### src/rtl/core/tarw_pkg.sv
package tarw_pkg;

	localparam int MAX_ENTRIES_DEF = 64;
	localparam int OQ_DEPTH        = 4;

	localparam logic [8:0]  NAME_LAST  = 9'd98;
	localparam logic [8:0]  SIZE_FIRST = 9'd124;
	localparam logic [8:0]  SIZE_LAST  = 9'd134;
	localparam logic [8:0]  TYPE_AT    = 9'd156;
	localparam logic [8:0]  HDR_LAST   = 9'd511;
	localparam logic [31:0] HDR_LEN    = 32'd512;
	localparam logic [31:0] BLK_MASK   = 32'd511;

	typedef enum logic [1:0] {
		KIND_NAME  = 2'd0,
		KIND_ENTRY = 2'd1,
		KIND_DONE  = 2'd2
	} kind_t;

	typedef struct packed {
		kind_t       kind;
		logic [6:0]  entry_index;
		logic [6:0]  name_position;
		logic [7:0]  name_char;
		logic [31:0] file_size;
		logic [7:0]  type_code;
		logic [31:0] data_address;
	} res_t;

	// up to two results leave the walker per input beat
	typedef struct packed {
		logic first;
		logic second;
		res_t r0;
		res_t r1;
	} push_t;

endpackage

### src/rtl/core/tarw_walk.sv
module tarw_walk #(
	parameter int MAX_ENTRIES = tarw_pkg::MAX_ENTRIES_DEF
) (
	input  logic          clk,
	input  logic          arst_n,
	input  logic          cfg_we,
	input  logic [31:0]   cfg_wdata,
	input  logic          in_valid,
	output logic          in_ready,
	input  logic [7:0]    data_byte,
	input  logic          last_byte,
	input  logic          room,
	output tarw_pkg::push_t push
);
	import tarw_pkg::*;

	localparam int CW = $clog2(MAX_ENTRIES + 1);

	typedef enum logic [1:0] {
		PH_HEADER,
		PH_SKIP,
		PH_DONE
	} phase_t;

	phase_t        phase_q;
	logic          valid_s1;
	logic [7:0]    byte_s1;
	logic          last_s1;
	logic [31:0]   base_q;
	logic [8:0]    off_q;
	logic [31:0]   size_q;
	logic          stop_q;
	logic [7:0]    type_q;
	logic [31:0]   skip_q;
	logic [CW-1:0] cnt_q;
	logic [31:0]   pos_q;
	logic [31:0]   hdr_addr_q;

	logic          in_acc;
	logic          go;
	logic          hdr;
	logic          zero_stop;
	logic          work;
	logic          emit_name;
	logic          emit_ent;
	logic          full;
	logic          any_done;
	logic          in_octal;
	logic [CW-1:0] cnt_nx;
	logic [CW+6:0] cnt_ext;
	logic [CW+6:0] cnt_nx_ext;
	logic [31:0]   size_round;
	logic [31:0]   skip_new;
	phase_t        phase_nx;
	res_t          name_r;
	res_t          ent_r;
	res_t          done_r;

	assign in_ready = !valid_s1 || room;
	assign in_acc   = in_valid && in_ready;
	assign go       = valid_s1 && room;

	assign cnt_ext    = {7'd0, cnt_q};
	assign cnt_nx_ext = {7'd0, cnt_nx};

	always_comb begin
		hdr        = (phase_q == PH_HEADER);
		zero_stop  = hdr && (off_q == 9'd0) && (byte_s1 == 8'd0);
		work       = hdr && !zero_stop;
		emit_name  = work && (off_q <= NAME_LAST);
		emit_ent   = work && (off_q == HDR_LAST);
		full       = emit_ent && (cnt_q == CW'(MAX_ENTRIES - 1));
		any_done   = (phase_q != PH_DONE) && (zero_stop || full || last_s1);
		in_octal   = work && (off_q >= SIZE_FIRST) && (off_q <= SIZE_LAST) && !stop_q;
		cnt_nx     = emit_ent ? cnt_q + 1'b1 : cnt_q;
		size_round = size_q + BLK_MASK;
		skip_new   = size_round & ~BLK_MASK;

		phase_nx = phase_q;
		if (phase_q == PH_SKIP && skip_q == 32'd1) begin
			phase_nx = PH_HEADER;
		end
		if (emit_ent) begin
			phase_nx = (skip_new == 32'd0) ? PH_HEADER : PH_SKIP;
		end
		if (any_done) begin
			phase_nx = PH_DONE;
		end

		name_r               = '0;
		name_r.kind          = KIND_NAME;
		name_r.entry_index   = cnt_ext[6:0];
		name_r.name_position = off_q[6:0];
		name_r.name_char     = byte_s1;

		ent_r              = '0;
		ent_r.kind         = KIND_ENTRY;
		ent_r.entry_index  = cnt_ext[6:0];
		ent_r.file_size    = size_q;
		ent_r.type_code    = type_q;
		ent_r.data_address = base_q + hdr_addr_q;

		done_r             = '0;
		done_r.kind        = KIND_DONE;
		done_r.entry_index = cnt_nx_ext[6:0];

		push.first  = go && (emit_name || emit_ent || any_done);
		push.second = go && (emit_name || emit_ent) && any_done;
		push.r0     = emit_name ? name_r : (emit_ent ? ent_r : done_r);
		push.r1     = done_r;
	end

	always_ff @(posedge clk or negedge arst_n) begin
		if (!arst_n) begin
			phase_q    <= PH_HEADER;
			valid_s1   <= 1'b0;
			byte_s1    <= '0;
			last_s1    <= 1'b0;
			base_q     <= '0;
			off_q      <= '0;
			size_q     <= '0;
			stop_q     <= 1'b0;
			type_q     <= '0;
			skip_q     <= '0;
			cnt_q      <= '0;
			pos_q      <= '0;
			hdr_addr_q <= HDR_LEN;
		end else begin
			if (cfg_we) begin
				base_q <= cfg_wdata;
			end
			if (in_acc) begin
				byte_s1 <= data_byte;
				last_s1 <= last_byte;
			end
			valid_s1 <= in_acc || (valid_s1 && !room);

			if (go && phase_q != PH_DONE) begin
				pos_q   <= pos_q + 32'd1;
				phase_q <= phase_nx;
				if (phase_q == PH_SKIP) begin
					skip_q <= skip_q - 32'd1;
				end
				if (hdr && off_q == 9'd0) begin
					// data of this entry starts one header length past here
					hdr_addr_q <= pos_q + HDR_LEN;
				end
				if (work) begin
					off_q <= off_q + 9'd1;
					if (in_octal) begin
						if (byte_s1 inside {[8'h30:8'h37]}) begin
							size_q <= {size_q[28:0], byte_s1[2:0]};
						end else begin
							stop_q <= 1'b1;
						end
					end
					if (off_q == TYPE_AT) begin
						type_q <= byte_s1;
					end
					if (emit_ent) begin
						cnt_q  <= cnt_nx;
						skip_q <= skip_new;
						size_q <= '0;
						stop_q <= 1'b0;
						type_q <= '0;
					end
				end
			end
		end
	end

endmodule

### src/rtl/core/tarw_outq.sv
module tarw_outq (
	input  logic            clk,
	input  logic            arst_n,
	input  tarw_pkg::push_t push,
	output logic            room,
	output logic            out_valid,
	input  logic            out_ready,
	output tarw_pkg::res_t  out_res
);
	import tarw_pkg::*;

	localparam int AW = $clog2(OQ_DEPTH);

	res_t        mem_q [OQ_DEPTH];
	logic [AW-1:0] head_q;
	logic [AW-1:0] tail_q;
	logic [AW:0]   cnt_q;
	logic          pop;
	logic [AW:0]   n_push;

	assign out_valid = (cnt_q != '0);
	assign pop       = out_valid && out_ready;
	assign out_res   = mem_q[head_q];
	// leave space for a two-result beat
	assign room      = (cnt_q <= (AW+1)'(OQ_DEPTH - 2));
	assign n_push    = (AW+1)'(push.first) + (AW+1)'(push.second);

	always_ff @(posedge clk) begin
		if (push.first) begin
			mem_q[tail_q] <= push.r0;
		end
		if (push.second) begin
			mem_q[tail_q + 1'b1] <= push.r1;
		end
	end

	always_ff @(posedge clk or negedge arst_n) begin
		if (!arst_n) begin
			head_q <= '0;
			tail_q <= '0;
			cnt_q  <= '0;
		end else begin
			tail_q <= tail_q + n_push[AW-1:0];
			if (pop) begin
				head_q <= head_q + 1'b1;
			end
			cnt_q <= cnt_q + n_push - (AW+1)'(pop);
		end
	end

endmodule

### src/rtl/core/tar_archive_header_walker.sv
// Streams a tar image one byte per beat and reports, per 512-byte header, the
// name bytes at offsets 0..98, then an entry record (index, octal size, type
// byte, data address = image_base + header start + 512), and skips the file
// data rounded up to 512 bytes. A zero first header byte, MAX_ENTRIES entries
// or the beat marked last ends the walk with one done result; later bytes are
// taken and dropped until reset. The block accepts one byte per cycle when
// the result queue has room; the first result of a byte goes through the
// input register and then the result queue. Results sit in a four-deep
// queue, and input stalls only while that queue cannot take the two
// results a single byte may cause. Write image_base only while idle.
module tar_archive_header_walker #(
	parameter int MAX_ENTRIES = tarw_pkg::MAX_ENTRIES_DEF
) (
	input  logic        clk,
	input  logic        arst_n,
	input  logic        cfg_we,
	input  logic [31:0] cfg_wdata,
	input  logic        in_valid,
	output logic        in_ready,
	input  logic [7:0]  data_byte,
	input  logic        last_byte,
	output logic        out_valid,
	input  logic        out_ready,
	output logic [1:0]  kind,
	output logic [6:0]  entry_index,
	output logic [6:0]  name_position,
	output logic [7:0]  name_char,
	output logic [31:0] file_size,
	output logic [7:0]  type_code,
	output logic [31:0] data_address
);
	import tarw_pkg::*;

	push_t push;
	res_t  res;
	logic  room;

	tarw_walk #(
		.MAX_ENTRIES(MAX_ENTRIES)
	) u_walk (
		.clk       (clk),
		.arst_n    (arst_n),
		.cfg_we    (cfg_we),
		.cfg_wdata (cfg_wdata),
		.in_valid  (in_valid),
		.in_ready  (in_ready),
		.data_byte (data_byte),
		.last_byte (last_byte),
		.room      (room),
		.push      (push)
	);

	tarw_outq u_outq (
		.clk       (clk),
		.arst_n    (arst_n),
		.push      (push),
		.room      (room),
		.out_valid (out_valid),
		.out_ready (out_ready),
		.out_res   (res)
	);

	assign kind          = res.kind;
	assign entry_index   = res.entry_index;
	assign name_position = res.name_position;
	assign name_char     = res.name_char;
	assign file_size     = res.file_size;
	assign type_code     = res.type_code;
	assign data_address  = res.data_address;

endmodule

### config.mk
export PLATFORM = sky130hd
export DESIGN_NAME = tar_archive_header_walker
export DESIGN_NICKNAME = d
export VERILOG_FILES = /design/src/rtl/core/tarw_pkg.sv /design/src/rtl/core/tarw_walk.sv /design/src/rtl/core/tarw_outq.sv /design/src/rtl/core/tar_archive_header_walker.sv
export SDC_FILE = /design/constraint.sdc
export NUM_CORES = 1
export LEC_CHECK = 0
export CORE_MARGIN = 2
export CORE_UTILIZATION = 45
export DETAILED_ROUTE_END_ITERATION = 12
export DONT_BUFFER_PORTS = 1
export GPL_TIMING_DRIVEN = 0
export SKIP_LAST_GASP = 1
export SLEW_MARGIN = 20
export SYNTH_ARGS = -nofsm -noshare
export SYNTH_HDL_FRONTEND = slang
export SYNTH_SLANG_ARGS = --single-unit
### constraint.sdc
create_clock -name clk -period 8.9 [get_ports clk]
set_input_delay 0.445 -clock clk [delete_from_list [all_inputs] [get_ports clk]]
set_output_delay 0.445 -clock clk [all_outputs]
set_load 0.02 [all_outputs]
==> flow_summary_export.csv, run 1 <==
group,metric,value,unit
status,status,"completed",
sta,tightestPinTransition,1.213,ns
route,num_vias,21650,
critical_path,worst_ep_arrival_time,4.92,ns
final_layout,drive_gt1_share,10.22,%
global_routing,grt_pass1_vias,21260,
floorplanning,dieArea,60370,um^2
clock_network,cts-resized-gates,0,
floorplanning,dieWidth,245.7,um
floorplanning,io_pins,144,
yosys,ys_types,74,
yosys,async_flop_share,34.69,%
clock_network,root_buffer,"clkbuf_16",
final_layout,final_core_util,51.83,%
floorplanning,num_rows,88,
global_routing,grt_pass1_wl,126200,um
sta,fin_tns_setup,0,ns
clock_network,cts_setup_buffers,0,
critical_path,path_cells,"inv_1, ha_1, nor4b_2, and4b_1, nand2_1, and2_1, a21oi_1, nand3_1, clkbuf_1, and2_1, buf_2, buf_2, inv_1",
floorplanning,initial_utilization,45.56,%
yosys,ys_seq_area_share,49.73,%
clock_network,cts_tree,"yes",
final_layout,syn_to_final_growth,13.75,%
sta,period_share,52.56,%
sta,rsz0062_at_grt,"no",
clock_network,path_clk_slew,0.06,ns
sta,fmax,213.8,MHz
critical_path,path_class,"reg -> reg",
placed_design,numPortBuffers,0,
critical_path,cp-start-kind,"flop",
global_routing,antenna_found_initial,0,
route,met3WireLength,6098,um
final_layout,multiInputGateArea,12270,um^2
yosys,synth_top_area_cell,"dfxtp_1",
clock_network,ctsHoldBuffers,44,
final_layout,regArea,13070,um^2
route,wl_met1,35970,um
route,wl_met2,37070,um
sta,final-max-slew-violation-count,0,
yosys,syn-cell-area,26290,um^2
yosys,synth-seq-cells,588,
yosys,synth_edf_count,28,
placed_design,place.gp.congestion,0.9128,
critical_path,slowest_delay,0.58,ns
clock_network,cts_htree_levels,3,
clock_network,clkLatencyLatePin,0.62,ns
route,top_layer,"met4",
final_layout,fin_cells,3604,
yosys,synth.top_cell.area_share,27.11,%
yosys,avgSynthCellArea,9.827,um^2
placed_design,placedCellCount,3440,
critical_path,required,9.14,ns
final_layout,fill_cells,5287,
route,ant_nets,0,
global_routing,grtUsageTotal,27.12,%
final_layout,finalNetCount,2881,
yosys,syn-instance-count,2675,
route,wirelength,81630,um
route,drtPass1Iterations,5,
critical_path,crit_fanout,10,
power_and_ir_drop,p_leak,11.37,nW
yosys,synth.most_common_cell,"o21ai_0",
yosys,synth_top_flop_cell,"dfxtp_1",
critical_path,setup.worst_path.end_class,"flop",
route,drt_iter0_drc,1877,
route,wl_per_cell,22.65,um
sta,final-hold-violation-count,0,
yosys,yosys_warnings,0,
clock_network,clockBufferDepth,3,
route,vias_per_cell,6.007,
power_and_ir_drop,powerDensity,234.7,nW/um^2
flow_run,maxCapViolCount,0,
clock_network,clkSinkCount,588,
floorplanning,die_h,245.7,um
sta,slew_headroom,19.13,%
sta,skew,0.02241,ns
placed_design,hpwl,57110,um
yosys,synth_nets,2768,
global_routing,grt_start_max_net_pins,205,
yosys,synthTopCellsByArea,"dfxtp_1 (27%), dfrtp_1 (19%), mux4_2 (8.2%)",
sta,fin_crit,4.678,ns
global_routing,grt-ovfl-total,0,
clock_network,cts_buffers,66,
yosys,synth_common_cells,"o21ai_0 (427), dfxtp_1 (356), nand3_1 (340), nand2_1 (324), dfrtp_1 (203)",
critical_path,slowest_stage,"clkbuf_1",
route,post-route-drc-count,0,
worst_hold_path,holdCritPathClass,"in -> reg",
floorplanning,fp.coreArea,57700,um^2
sta,finalSetupViolCount,0,
power_and_ir_drop,peakVddDrop,0.0001684,V
==> registers in the layout, summed over array words and instances (netlist names), 3 cells and up <==
register / flops
u_walk.type_q: 8
u_walk.size_q: 32
u_outq.cnt_q: 3
u_walk.skip_q: 32
u_walk.off_q: 9
u_walk.byte_s1: 8
u_walk.cnt_q: 7
u_walk.hdr_addr_q: 32
u_outq.mem_q: 384
u_walk.base_q: 32
u_walk.pos_q: 32
==> where the power goes <==
group | switching [mW] | total [mW] | leakage (nW) | internal (mW)
sequential | 0.148 | 2.99 | 5.87 | 2.84
clock | 1.14 | 2.72 | 1.07 | 1.59
combinational | 0.838 | 1.30 | 4.43 | 0.466
==> cell usage in the layout (no fill, tap or decap), types with 28 or more instances in the layout <==
cell | synthesis | routed
o21ai_0 | 427 | 427
dfxtp_1 | 356 | 356
nand3_1 | 340 | 340
nand2_1 | 324 | 324
dfrtp_1 | 203 | 203
clkbuf_1 | 126 | 139
mux4_2 | 96 | 96
xnor2_1 | 80 | 80
nor2_1 | 71 | 71
clkbuf_16 | 0 | 68
buf_1 | 61 | 60
a21oi_1 | 55 | 55
xor2_1 | 50 | 50
a22o_1 | 46 | 46
ha_1 | 45 | 45
dlygate4sd3_1 | 0 | 43
mux2_2 | 42 | 42
inv_1 | 37 | 37
nor3_1 | 29 | 29
edfxtp_1 | 28 | 28
==> area by class of cell <==
cell class                      count  share of cell area [%]
Antenna cell                        1                0.008369
Timing Repair Buffer               45                   1.624
Inverter                           37                  0.4645
Sequential cell                   588                   43.72
Buffer                            208                   2.703
Multi-Input combinational cell   1842                   41.05
Tap cell                          765                   3.201
Clock inverter                     20                  0.5942
Clock buffer                       98                   6.636
==> critical path: cells and delay by family (launching register included) <==
kind            cells  cell delay (ns)
flops               1             0.42
simple gates        6             1.91
compound gates      1             0.21
buf+inv             5             1.56
fa+ha+maj           1             0.17
==> through the flow <==
stage          total power [mW]  area, um^2  hold slack (ns)  worst slack [ns]
5_1_grt                   7.292       29900           0.2762             4.080
2_1_floorplan             3.890       26290           0.1494             5.751
6_report                  7.018       29900           0.3031             4.222
4_1_cts                   7.063       29870           0.2605             4.303
3_5_place_dp              4.310       27250           0.1528             4.348
3_3_place_gp              4.274       27240           0.1572             4.402
==> metal layers <==
metal  GRT usage [%]  vias up
met3           5.599      139
met4           8.717        0
li1                -     9877
met1           37.74    10790
met5               0        -
met2           42.33      841
==> final timing paths <==
| check | from | endpoint | slack [ns] | depth (start not counted) |
|---|---|---|---|---|
| worst max-delay path | u_walk.off_q[0]$_DFFE_PN0P_ | u_outq.mem_q[3][88]$_DFFE_PP_ | 4.22 | 13 |
| worst min-delay path | out_ready | u_outq.head_q[0]$_DFFE_PN0P_ | 0.30 | 2 |
| worst max register to register | u_walk.off_q[0]$_DFFE_PN0P_ | u_outq.mem_q[3][88]$_DFFE_PP_ | 4.22 | 13 |
| worst min register to register | u_outq.mem_q[3][94]$_SDFFE_PP0N_ | u_outq.mem_q[3][94]$_SDFFE_PP0N_ | 0.44 | 2 |
| max in group asynchronous | arst_n | u_walk.size_q[22]$_DFFE_PN0P_ | 7.48 | 3 |
| min in group asynchronous | arst_n | u_walk.pos_q[29]$_DFFE_PN0P_ | 0.36 | 2 |
==> logic make-up after synthesis <==
kind of cell	synth area share (%)
compound gates	14.33
xor+xnor	4.331
fa+ha+maj	2.294
buf+inv	3.598
flops	49.73
mux	10.10
simple gates	15.61
(Power assumes the default switching activity.)
==> run 2: changes to the inputs <==
Clock period 8.9 ns to 3.8 ns, I/O delays scaled along.
==> run 2 against run 1 <==
Effect of this change:
- the run now ends with hold timing left
- first-iteration DRC count up 5.6%
- via count grew 0.18%
- combinational power up 140%
- die area unchanged
- critical path depth fell by 2
- flip-flop and latch count unchanged
- worst setup slack worse by 4.1 ns
- fmax is 28% higher
- routed wire length is 0.35% higher
- hold slack worse by 1.0 ns
- sequential power increased by 130%
- clock power rose by 130%
- highest routed layer unchanged
==> flow_summary_export.csv, run 2 (synthesis results as in run 1) <==
group,metric,value,unit
status,status,"finished, violations left",
status,violations,"hold timing",
placed_design,postPlaceCellArea,27250,um^2
critical_path,crit_family,"simple AND/OR/NAND/NOR gates",
critical_path,slowest_stage,"clkbuf_1",
critical_path,r2r_cells,11,
clock_network,cts_htree_levels,3,
placed_design,placedCellCount,3440,
sta,fmax,273.2,MHz
critical_path,path_cells,"inv_1, ha_1, nor4b_2, and4b_2, nand2_1, o211a_1, nor3b_2, nand3_4, clkbuf_1, clkbuf_1, o21ai_1",
global_routing,antenna_found_initial,0,
final_layout,largest_reg_flops,384,
critical_path,worst_ep_arrival_time,3.99,ns
critical_path,required,4.13,ns
global_routing,grtUsageTotal,27.12,%
placed_design,place_ws,-0.7524,ns
critical_path,slowest_delay,0.52,ns
critical_path,cp-start-kind,"flop",
final_layout,finalNetCount,2882,
placed_design,place.gp.congestion,0.9128,
clock_network,cts_buffers,66,
final_layout,fin_cells,3604,
clock_network,ctsHoldBuffers,42,
flow_run,maxCapViolCount,0,
critical_path,cpMostUsedCell,"clkbuf_1",
critical_path,setup.worst_path.end_class,"flop",
clock_network,clockBufferDepth,3,
sta,skew,0.02386,ns
final_layout,top_register,"u_outq.mem_q",
floorplanning,fp.coreArea,57700,um^2
route,post-route-drc-count,0,
global_routing,grt_start_max_net_pins,205,
global_routing,grt-ovfl-total,0,
route,num_vias,21690,
clock_network,cts_tree,"yes",
floorplanning,num_rows,88,
clock_network,path_clk_slew,0.06,ns
final_layout,final_area,30010,um^2
sta,tightestPinTransition,1.096,ns
critical_path,path_class,"reg -> reg",
sta,fin_crit,3.661,ns
route,wirelength,81920,um
sta,layout_setup_ws,0.1390,ns
route,drtPass1Iterations,5,
floorplanning,io_pins,144,
sta,finalSetupViolCount,0,
power_and_ir_drop,peakVddDrop,0.0003951,V
final_layout,drive_gt1_share,11.27,%
global_routing,grt_pass1_vias,21260,
critical_path,cp.depth,11,
floorplanning,die_h,245.7,um
global_routing,grt_pass1_wl,126200,um
clock_network,root_buffer,"clkbuf_16",
final_layout,syn_to_final_growth,14.16,%
sta,period_share,96.34,%
critical_path,critPathBufInv,3,
floorplanning,dieWidth,245.7,um
worst_hold_path,holdCritPathClass,"in -> async",
placed_design,hpwl,57110,um
clock_network,clkSinkCount,588,
placed_design,numPortBuffers,0,
critical_path,crit_fanout,10,
final_layout,final_common_cell,"o21ai_0",
power_and_ir_drop,powerDensity,548.7,nW/um^2
sta,holdWs,-0.7212,ns
clock_network,clkLatencyLatePin,0.61,ns
final_layout,layout_common_cells,"o21ai_0 (427), dfxtp_1 (356), nand3_1 (339)",
floorplanning,dieArea,60370,um^2
route,drt_iter0_drc,1982,
sta,final-hold-violation-count,204,
power_and_ir_drop,p_total,16.47,mW
sta,slew_headroom,26.90,%
route,wl_per_cell,22.73,um
floorplanning,initial_utilization,45.56,%
route,vias_per_cell,6.017,
final_layout,n_antenna_cell,0,
final_layout,fill_cells,5269,
sta,final-max-slew-violation-count,0,
power_and_ir_drop,p_leak,11.39,nW
route,ant_nets,0,
-- run 2: cell types whose count changed in the layout (fill, tap and decap cells not counted), sizes merged --
cell	before	now
buf	83	82
clkbuf	225	224
clkdlybuf4s15	0	3
clkinvlp	2	4
diode	1	0
dlygate4sd3	43	42
inv	45	43
nor3b	2	3
-- run 2: metal layers --
layer / track usage, % / share of wire (%) / up-vias
met3: 5.566 / 7.5 / 142
met4: 8.699 / 2.9 / 0
li1: - / - / 9890
met5: 0 / 0 / -
met1: 37.77 / 44 / 10860
met2: 42.34 / 45 / 800
-- run 2: power breakdown --
| part | internal, mW | leakage (nW) | switching (mW) |
|---|---|---|---|
| combinational | 1.12 | 4.45 | 1.95 |
| sequential | 6.66 | 5.87 | 0.346 |
| clock | 3.71 | 1.07 | 2.67 |
| total | 11.5 | 11.4 | 4.97 |
-- run 2: worst reg2reg max path, stage by stage, from the launching register on --
cell and delay [ns]:
dfrtp_1 0.42, inv_1 0.15, ha_1 0.17, nor4b_2 0.27, and4b_2 0.31, nand2_1 0.15
o211a_1 0.24, nor3b_2 0.23, nand3_4 0.24, clkbuf_1 0.51, clkbuf_1 0.53, o21ai_1 0.15
-- run 2: final timing paths --
check / start / slack, ns / to
worst max-delay path: u_walk.off_q[0]$_DFFE_PN0P_ / 0.14 / u_outq.mem_q[0][88]$_DFFE_PP_
max in group asynchronous: arst_n / 4.00 / u_walk.type_q[6]$_DFFE_PN0P_
worst min register to register: u_outq.mem_q[3][94]$_SDFFE_PP0N_ / 0.44 / u_outq.mem_q[3][94]$_SDFFE_PP0N_
worst min-delay path: arst_n / -0.72 / u_walk.pos_q[23]$_DFFE_PN0P_
min in group clk: out_ready / 0.05 / u_outq.head_q[0]$_DFFE_PN0P_
worst max register to register: u_walk.off_q[0]$_DFFE_PN0P_ / 0.14 / u_outq.mem_q[0][88]$_DFFE_PP_
-- run 2: cell type report --
type / instances / area [um^2] / area share (%)
Inverter: 37 / 146.4 / 0.4878
Clock buffer: 98 / 1984 / 6.612
Sequential cell: 588 / 13080 / 43.57
Tap cell: 765 / 957.2 / 3.189
Buffer: 206 / 855.8 / 2.852
Clock inverter: 20 / 177.7 / 0.5920
Timing Repair Buffer: 47 / 457.9 / 1.526
Multi-Input combinational cell: 1843 / 12360 / 41.17
-- run 2: metrics by stage --
stage               setup TNS [ns]  util, %  hold WS, ns
finish                           0    52.01      -0.7212
CTS                        -0.4847    51.84      -0.7628
floorplan                        0        -      -0.1056
global placement            -38.35    47.22     -0.09779
global route             -0.008995    52.01      -0.7572
detailed placement          -44.86    47.23      -0.1022
-- run 2: timing repair --
item | 4_1_cts | 5_1_grt
pin swaps | 0 | 1
hold endpoints to repair | 246 | 204
setup endpoints to repair | 231 | 204
setup buffers | 1 | 4
resized for setup | 25 | 18
cloned | 0 | 1
